$ cat src/design/utf7_pkg.sv
`timescale 1ns / 1ps
// Shared types, constants and character functions for the UTF-7 style encoder.
// No dependencies; used by utf7_step and utf7_base64_encoder.
package utf7_pkg;

    // Most characters one text byte can produce: flush of three, '-', the byte
    localparam int MAX_CHARS = 5;
    localparam int CNT_W     = $clog2(MAX_CHARS + 1);

    localparam logic [7:0] CH_PLUS  = 8'h2B;
    localparam logic [7:0] CH_MINUS = 8'h2D;

    // Characters produced by one request, in send order
    typedef struct packed {
        logic [MAX_CHARS-1:0][7:0] chars;
        logic [CNT_W-1:0]          cnt;
        logic                      is_last;
    } t_char_list;

    // Map a 6-bit value onto the base64 alphabet A-Z a-z 0-9 + /
    function automatic logic [7:0] b64_char(input logic [5:0] v);
        logic [7:0] r;
        r = 8'h2F;
        if (v < 6'd26) begin
            r = 8'h41 + {2'b00, v};
        end else if (v < 6'd52) begin
            r = 8'h61 + {2'b00, v - 6'd26};
        end else if (v < 6'd62) begin
            r = 8'h30 + {2'b00, v - 6'd52};
        end else if (v == 6'd62) begin
            r = CH_PLUS;
        end
        return r;
    endfunction

    // Bytes that pass through without entering a base64 run
    function automatic logic is_direct(input logic [7:0] c);
        return (c >= 8'h41 && c <= 8'h5A) || (c >= 8'h61 && c <= 8'h7A) ||
               (c >= 8'h30 && c <= 8'h39) || c == 8'h27 || c == 8'h28 ||
               c == 8'h29 || c == 8'h2C || c == 8'h2D || c == 8'h2E ||
               c == 8'h2F || c == 8'h3A || c == 8'h3F;
    endfunction

endpackage

$ cat src/design/utf7_base64_encoder.sv
`timescale 1ns / 1ps
// Top level of the UTF-7 style encoder: input handshake, character buffer, output register.
// Depends on utf7_pkg and utf7_step.
//
// Each accepted byte yields zero to five ASCII characters, sent one per cycle
// while the output is not stalled. A byte that yields n characters (n >= 1)
// holds the input side until the buffer has moved all n to the output register;
// the next byte is taken in the cycle the buffer hands over its last character,
// so one-character bytes stream at one per cycle while the output does not stall.
// A byte that yields no character does not load the buffer. The output register
// lets a new byte enter while a finished character still waits on a stalled output.
module utf7_base64_encoder
    import utf7_pkg::*;
(
    input  logic       i_clk,
    input  logic       i_rst_n,
    input  logic       i_in_valid,
    output logic       o_in_stall,
    input  logic [7:0] i_in_byte,
    input  logic       i_is_final,
    output logic       o_out_valid,
    input  logic       i_out_stall,
    output logic [7:0] o_out_char,
    output logic       o_run_last,
    output logic       o_text_done
);

    t_char_list                 w_list;
    logic                       w_in_acc;
    logic                       w_move;
    logic                       w_last_move;

    logic                       r_buf_valid;
    logic [MAX_CHARS-1:0][7:0]  r_buf_chars;
    logic [CNT_W-1:0]           r_buf_cnt;
    logic [CNT_W-1:0]           r_buf_idx;
    logic                       r_buf_final;

    logic                       r_out_valid;
    logic [7:0]                 r_out_char;
    logic                       r_out_last;
    logic                       r_out_done;

    utf7_step u_step (
        .i_clk    (i_clk),
        .i_rst_n  (i_rst_n),
        .i_accept (w_in_acc),
        .i_byte   (i_in_byte),
        .i_final  (i_is_final),
        .o_list   (w_list)
    );

    // Move one character from buffer to output register when there is room
    assign w_move      = r_buf_valid && (!r_out_valid || !i_out_stall);
    assign w_last_move = w_move && (r_buf_idx == r_buf_cnt - 1'b1);
    assign o_in_stall  = r_buf_valid && !w_last_move;
    assign w_in_acc    = i_in_valid && !o_in_stall;

    // Load a new request's characters, or step through the held ones
    always_ff @(posedge i_clk) begin
        if (!i_rst_n) begin
            r_buf_valid <= 1'b0;
            r_buf_idx   <= '0;
        end else if (w_in_acc && w_list.cnt != '0) begin
            r_buf_valid <= 1'b1;
            r_buf_idx   <= '0;
        end else if (w_last_move) begin
            r_buf_valid <= 1'b0;
        end else if (w_move) begin
            r_buf_idx   <= r_buf_idx + 1'b1;
        end
    end

    // Buffer payload
    always_ff @(posedge i_clk) begin
        if (w_in_acc) begin
            r_buf_chars <= w_list.chars;
            r_buf_cnt   <= w_list.cnt;
            r_buf_final <= w_list.is_last;
        end
    end

    // Output register: hold while stalled
    always_ff @(posedge i_clk) begin
        if (!i_rst_n) begin
            r_out_valid <= 1'b0;
        end else if (w_move) begin
            r_out_valid <= 1'b1;
        end else if (!i_out_stall) begin
            r_out_valid <= 1'b0;
        end
    end

    always_ff @(posedge i_clk) begin
        if (w_move) begin
            r_out_char <= r_buf_chars[r_buf_idx];
            r_out_last <= w_last_move;
            r_out_done <= w_last_move && r_buf_final;
        end
    end

    assign o_out_valid = r_out_valid;
    assign o_out_char  = r_out_char;
    assign o_run_last  = r_out_last;
    assign o_text_done = r_out_done;

    // Buffer index stays inside the loaded character count
    a_idx_in_range: assert property (@(posedge i_clk) disable iff (!i_rst_n)
        r_buf_valid |-> (r_buf_cnt != '0 && r_buf_idx < r_buf_cnt))
        else $error("character buffer index out of range");

    // A loaded buffer is never overwritten before its last character moves
    a_no_overwrite: assert property (@(posedge i_clk) disable iff (!i_rst_n)
        w_in_acc |-> (!r_buf_valid || w_last_move))
        else $error("request accepted over a busy buffer");

    // End of text only marks the last character of a request
    a_done_on_last: assert property (@(posedge i_clk) disable iff (!i_rst_n)
        o_out_valid && o_text_done |-> o_run_last)
        else $error("text end flag without request end flag");

    // A waiting character is not replaced while the output is stalled
    a_hold_out: assert property (@(posedge i_clk) disable iff (!i_rst_n)
        r_out_valid && i_out_stall |=> r_out_valid && $stable(r_out_char))
        else $error("stalled output character changed");

endmodule

$ cat src/design/utf7_step.sv
`timescale 1ns / 1ps
// Run state of the encoder and the per-byte character list builder.
// Depends on utf7_pkg.
module utf7_step
    import utf7_pkg::*;
(
    input  logic       i_clk,
    input  logic       i_rst_n,
    input  logic       i_accept,
    input  logic [7:0] i_byte,
    input  logic       i_final,
    output t_char_list o_list
);

    logic        r_in_shift;
    logic [1:0]  r_group_count;
    logic [15:0] r_held_bytes;
    logic        n_in_shift;
    logic [1:0]  n_group_count;
    logic [15:0] n_held_bytes;

    // Build the characters for this byte and the next run state
    always_comb begin
        t_char_list       lst;
        logic [CNT_W-1:0] k;
        logic [1:0]       gc;
        logic [15:0]      hb;
        logic [7:0]       b0;
        logic [7:0]       b1;
        lst           = '0;
        k             = '0;
        n_in_shift    = r_in_shift;
        n_group_count = r_group_count;
        n_held_bytes  = r_held_bytes;
        gc            = r_group_count;
        hb            = r_held_bytes;
        b0            = '0;
        b1            = '0;

        if (is_direct(i_byte)) begin
            if (r_in_shift) begin
                // Flush the partial group, then close the run
                b0 = hb[15:8];
                b1 = hb[7:0];
                if (gc != 2'd0) begin
                    lst.chars[k] = b64_char(b0[7:2]);
                    k = k + 1'b1;
                    if (gc == 2'd1) begin
                        lst.chars[k] = b64_char({b0[1:0], 4'b0000});
                        k = k + 1'b1;
                    end else begin
                        lst.chars[k] = b64_char({b0[1:0], b1[7:4]});
                        k = k + 1'b1;
                        lst.chars[k] = b64_char({b1[3:0], 2'b00});
                        k = k + 1'b1;
                    end
                end
                lst.chars[k] = CH_MINUS;
                k = k + 1'b1;
            end
            lst.chars[k] = i_byte;
            k = k + 1'b1;
            n_in_shift    = 1'b0;
            n_group_count = 2'd0;
            n_held_bytes  = '0;
        end else begin
            // Open a run if none is open
            if (!r_in_shift) begin
                lst.chars[k] = CH_PLUS;
                k  = k + 1'b1;
                gc = 2'd0;
                hb = '0;
            end
            n_in_shift = 1'b1;
            b0 = hb[15:8];
            b1 = hb[7:0];
            unique case (gc)
                2'd0: begin
                    n_group_count = 2'd1;
                    n_held_bytes  = {i_byte, 8'h00};
                end
                2'd1: begin
                    n_group_count = 2'd2;
                    n_held_bytes  = {hb[15:8], i_byte};
                end
                default: begin
                    // Complete group: four characters
                    lst.chars[k] = b64_char(b0[7:2]);
                    k = k + 1'b1;
                    lst.chars[k] = b64_char({b0[1:0], b1[7:4]});
                    k = k + 1'b1;
                    lst.chars[k] = b64_char({b1[3:0], i_byte[7:6]});
                    k = k + 1'b1;
                    lst.chars[k] = b64_char(i_byte[5:0]);
                    k = k + 1'b1;
                    n_group_count = 2'd0;
                    n_held_bytes  = '0;
                end
            endcase
            // Last byte of the text: flush without '-'
            if (i_final && n_group_count != 2'd0) begin
                b0 = n_held_bytes[15:8];
                b1 = n_held_bytes[7:0];
                lst.chars[k] = b64_char(b0[7:2]);
                k = k + 1'b1;
                if (n_group_count == 2'd1) begin
                    lst.chars[k] = b64_char({b0[1:0], 4'b0000});
                    k = k + 1'b1;
                end else begin
                    lst.chars[k] = b64_char({b0[1:0], b1[7:4]});
                    k = k + 1'b1;
                    lst.chars[k] = b64_char({b1[3:0], 2'b00});
                    k = k + 1'b1;
                end
            end
        end

        if (i_final) begin
            n_in_shift    = 1'b0;
            n_group_count = 2'd0;
            n_held_bytes  = '0;
        end
        lst.cnt     = k;
        lst.is_last = i_final;
        o_list      = lst;
    end

    // Advance the run state on each accepted request
    always_ff @(posedge i_clk) begin
        if (!i_rst_n) begin
            r_in_shift    <= 1'b0;
            r_group_count <= 2'd0;
            r_held_bytes  <= '0;
        end else if (i_accept) begin
            r_in_shift    <= n_in_shift;
            r_group_count <= n_group_count;
            r_held_bytes  <= n_held_bytes;
        end
    end

endmodule
$ cat config.mk
export PLATFORM = sky130hd
export DESIGN_NAME = utf7_base64_encoder
export DESIGN_NICKNAME = d
export VERILOG_FILES = /design/src/design/utf7_pkg.sv /design/src/design/utf7_base64_encoder.sv /design/src/design/utf7_step.sv
export SDC_FILE = /design/constraint.sdc
export NUM_CORES = 1
export LEC_CHECK = 0
export BUFFER_PORTS_ARGS = -buffer_cell sky130_fd_sc_hd__buf_2
export CORE_MARGIN = 2
export CORE_UTILIZATION = 70
export DETAILED_ROUTE_END_ITERATION = 6
export MAX_ROUTING_LAYER = met4
export PLACE_DENSITY_LB_ADDON = 0.15
export REMOVE_ABC_BUFFERS = 1
export SKIP_LAST_GASP = 1
export SYNTH_ARGS = -nofsm -noshare
export SYNTH_HDL_FRONTEND = slang
export SYNTH_HIERARCHICAL = 1
export SYNTH_SLANG_ARGS = --single-unit
$ cat constraint.sdc
create_clock -name i_clk -period 10.6 [get_ports i_clk]
set_input_delay 3.18 -clock i_clk [delete_from_list [all_inputs] [get_ports i_clk]]
set_output_delay 3.18 -clock i_clk [all_outputs]
set_load 0.02 [all_outputs]
==> key figures <==
Logic synthesis
  – Syn_area_per_cell: roughly 8.3 sq um
  – Largest family of logic cells by synthesized area: compound AO/OA/AOI/OAI gates
  – Share of flip-flops with an asynchronous set or reset: 0%
  – FF+latch count, synth: around 80
  – Synth Area in Simple Gates: between 10% and 20%
  – Netlist cell types: 90
  – Ys flop type: edfxtp_1
  – Synth Area in Adders: 13.48%
  – Warnings from Yosys: 6
  – Synth Area in Compound Gates: approximately 25%
  – XOR/XNOR Fraction of Synth Area: 8.679%
  – Cells after synthesis: 1068
  – Post-synthesis mux area share: 4.058%
  – EDFF count, synth: 54
  – Fraction of the yosys area taken by sequential cells: 23.59%
  – Cell Area, Synth: ~8900 sq um

Power and ir drop
  – Sw Share: 33.64%
  – Sequential share of power: 40.7%
  – Psw: 303.1 uW
  – Power share of the combinational group: roughly a quarter
  – Clk pwr share: 33.3%
  – Leak: 0.003609 uW
  – PwrDens: 96.56 nW/um^2
  – Peak supply drop: 0.08622 mV
  – Internal power: 597.8 uW

Placement
  – Port bufs: 24
  – Post-DP HPWL: 18630 um
  – Post-place setup slack: 2.500 ns
  – GPL Wtd Cong: 1.003
  – Placed cells: about 1200

Die
  – DIE AREA: 13650 sq um
  – # IOs: 25
  – Rows: 41
  – Core ar.: 12520 sq um
  – Die H: 116.8 um
  – Die X: ~120 um
  – Initial Util: a little under three quarters

Routing
  – Initial DRC count: approximately 1500
  – DRC errors left: 0
  – WL final: 26860 um
  – Wirelength per Cell: about 22 um
  – Vias per cell: 7.134
  – Via count: 8725
  – Final ANT Viol Nets: 0
  – DRT Pass-1 Iters: 7

Critical path
  – Critical Path AT: 4.94 ns
  – CP max FO: 14
  – Critical path, cell by cell: buf_2 -> a21boi_1 -> a41oi_2 -> buf_2
  – CP max-delay cell: a21boi_1
  – CP Capture Type: output pin
  – Req. time, crit path: 7.42 ns
  – Critical path class: primary input to output pin
  – Setup crit start kind: primary input
  – Most used cell, CP: buf_2
  – Peak per-stage delay on the critical path: approximately 0.93 ns

STA
  – Slew Limit Fails: 0
  – Fin crit share: about three quarters
  – Setup tns final: 0 ns
  – Final WS setup: 2.484 ns
  – Clock Skew: around 0.0064 ns
  – RSZ-0062 raised after global routing: no
  – Fmax: 123.2 MHz
  – Min cycle time layout: 8.116 ns
  – Setup Viol. Count Final: 0
  – Max-slew headroom: 19.32%
  – Hold_ws: 0.5368 ns
  – Final Hold Fails: 0
  – Least-Margin Pin Slew: between 1 and 1.5 ns

Clock tree
  – Postcts setup bufs: 0
  – Post-CTS Resized: 0
  – CTS root buffer: clkbuf_16
  – Total CTS buffers: 9
  – CTS tree: done
  – CTS Hold Bufs: 0
  – Worst-path clk slew: 0.06 ns
  – Clk_lat worst skew: 0.35 ns
  – Clock tree buffer depth: 2
  – H-tree Lvls: 3
  – CTS Sinks: 78

Layout
  – Area grow syn2layout: 4.718%
  – Nets: 1154
  – Share of layout cells above drive strength 1: 8.667%
  – Post-route insts no fill: 1223

Min path
  – Worst min-delay path category: flop to flop

GRT
  – Vias in the first global route: 7796
  – Largest net degree at the start of global routing: 64
  – First-pass GRT wire length: about 41000 um
  – Grt ovf: 0
  – Overall routing resource usage: roughly two fifths
  – Initial antenna violation count: 1

Run status
  – Status: finished clean

Job
  – Max cap viols: 0
[metal layers]
metal	up-vias	part of all wire [%]	track usage [%]
li1	3922	-	-
met1	4015	39	52.16
met2	664	45	61.04
met3	124	12	9.269
met4	0	4.7	17.10
met5	-	0	-
[registers in the layout, indices dropped and copies added (netlist names)]
register	count
r_buf_chars	40
u_step/r_held_bytes	16
o_out_char	8
r_buf_cnt	3
r_buf_idx	3
u_step/r_group_count	2
o_out_valid	1
o_run_last	1
o_text_done	1
r_buf_final	1
r_buf_valid	1
u_step/r_in_shift	1
[Yosys cell counts, drive strengths merged (7+ instances only)]
| cell | number | area, sq um |
|---|---|---|
| a211oi | 17 | 137.6 |
| a21o | 7 | 52.55 |
| a21oi | 66 | 334.1 |
| a221oi | 13 | 113.9 |
| a22o | 10 | 87.58 |
| a31oi | 19 | 118.9 |
| and2 | 7 | 43.79 |
| and3 | 7 | 43.79 |
| buf | 27 | 150.1 |
| clkbuf | 44 | 165.2 |
| dfxtp | 24 | 480.5 |
| edfxtp | 54 | 1622 |
| ha | 96 | 1201 |
| inv | 55 | 206.4 |
| mux2i | 17 | 170.2 |
| mux4 | 8 | 180.2 |
| nand2 | 93 | 351.6 |
| nand2b | 10 | 62.56 |
| nand3 | 24 | 120.1 |
| nand3b | 10 | 75.07 |
| nor2 | 77 | 291.5 |
| nor2b | 33 | 206.5 |
| nor3 | 30 | 160.2 |
| nor3b | 12 | 90.09 |
| o211ai | 12 | 90.09 |
| o21a | 14 | 105.1 |
| o21ai | 64 | 331.6 |
| o221ai | 7 | 61.31 |
| o22ai | 10 | 62.56 |
| o31ai | 9 | 67.56 |
| xnor2 | 55 | 481.7 |
| xor2 | 28 | 245.2 |
[power groups by stage]
stage	clock [uW]	combinational [uW]	sequential [uW]
6_report	300	234	366
5_1_grt	313	248	368
4_1_cts	301	225	366
3_5_place_dp	0	222	372
3_3_place_gp	0	218	371
2_1_floorplan	0	147	375
[cell usage in the layout (no fill, tap or decap), types with 7 or more instances in the layout]
cell	instances
ha_1	96
nand2_1	92
nor2_1	75
a21oi_1	65
xnor2_1	55
o21ai_0	55
inv_1	54
edfxtp_1	54
nor2b_1	32
xor2_1	28
nor3_1	28
nand3_1	24
buf_2	24
dfxtp_1	23
a31oi_1	19
mux2i_1	17
a211oi_1	15
o21a_1	14
buf_4	13
a221oi_1	13
nor3b_1	12
o211ai_1	12
a22o_1	10
nand3b_1	10
nand2b_1	10
o22ai_1	10
o31ai_1	9
clkbuf_16	9
mux4_2	8
and2_1	7
a21o_1	7
and3_1	7
o221ai_1	7
[logic make-up (layout without fill, tap and decap cells)]
logic type / Yosys count / count (layout)
multiplexers: 26 / 26
XOR/XNOR: 85 / 85
buffers and inverters: 126 / 108
flip-flops: 78 / 78
AND/OR/NAND/NOR: 338 / 338
AO/OA/AOI/OAI: 319 / 319
other: 0 / 1
adder cells (fa/ha/maj): 96 / 96
[cell type report]
type | instances | area, sq um
antenna | 1 | 2.502
sequential | 78 | 2103
inverter | 55 | 206.4
fill | 1003 | 3187
clock buffer | 9 | 225.2
clock inverter | 7 | 63.81
timing repair buffer | 37 | 217.7
multi-input combinational | 864 | 6296
tap | 172 | 215.2
[stage by stage]
step | total power (uW) | area, sq um | utilization [%]
finish | 900.9 | 9330 | 74.54
global route | 929.5 | 9330 | 74.54
CTS | 891.4 | 9328 | 74.52
detailed placement | 594.5 | 9039 | 72.21
global placement | 589.1 | 9039 | 72.21
floorplan | 521.6 | 8594 | -
[critical path, delay by kind of cell]
family	cells	cell delay [ns]
buffers and inverters	2	0.39
AOI/OAI and AO/OA	2	1.36
[worst paths after layout]
path                     endpoint               from  slack (ns)  cells past startpoint
hold / removal        o_text_done        r_buf_final        0.54                      1
hold reg to reg       o_text_done        r_buf_final        0.54                      1
setup / recovery       o_in_stall        i_out_stall        2.48                      4
setup reg to reg  r_buf_chars[12]  u_step/r_in_shift        6.28                     10
(Power assumes the default switching activity.)
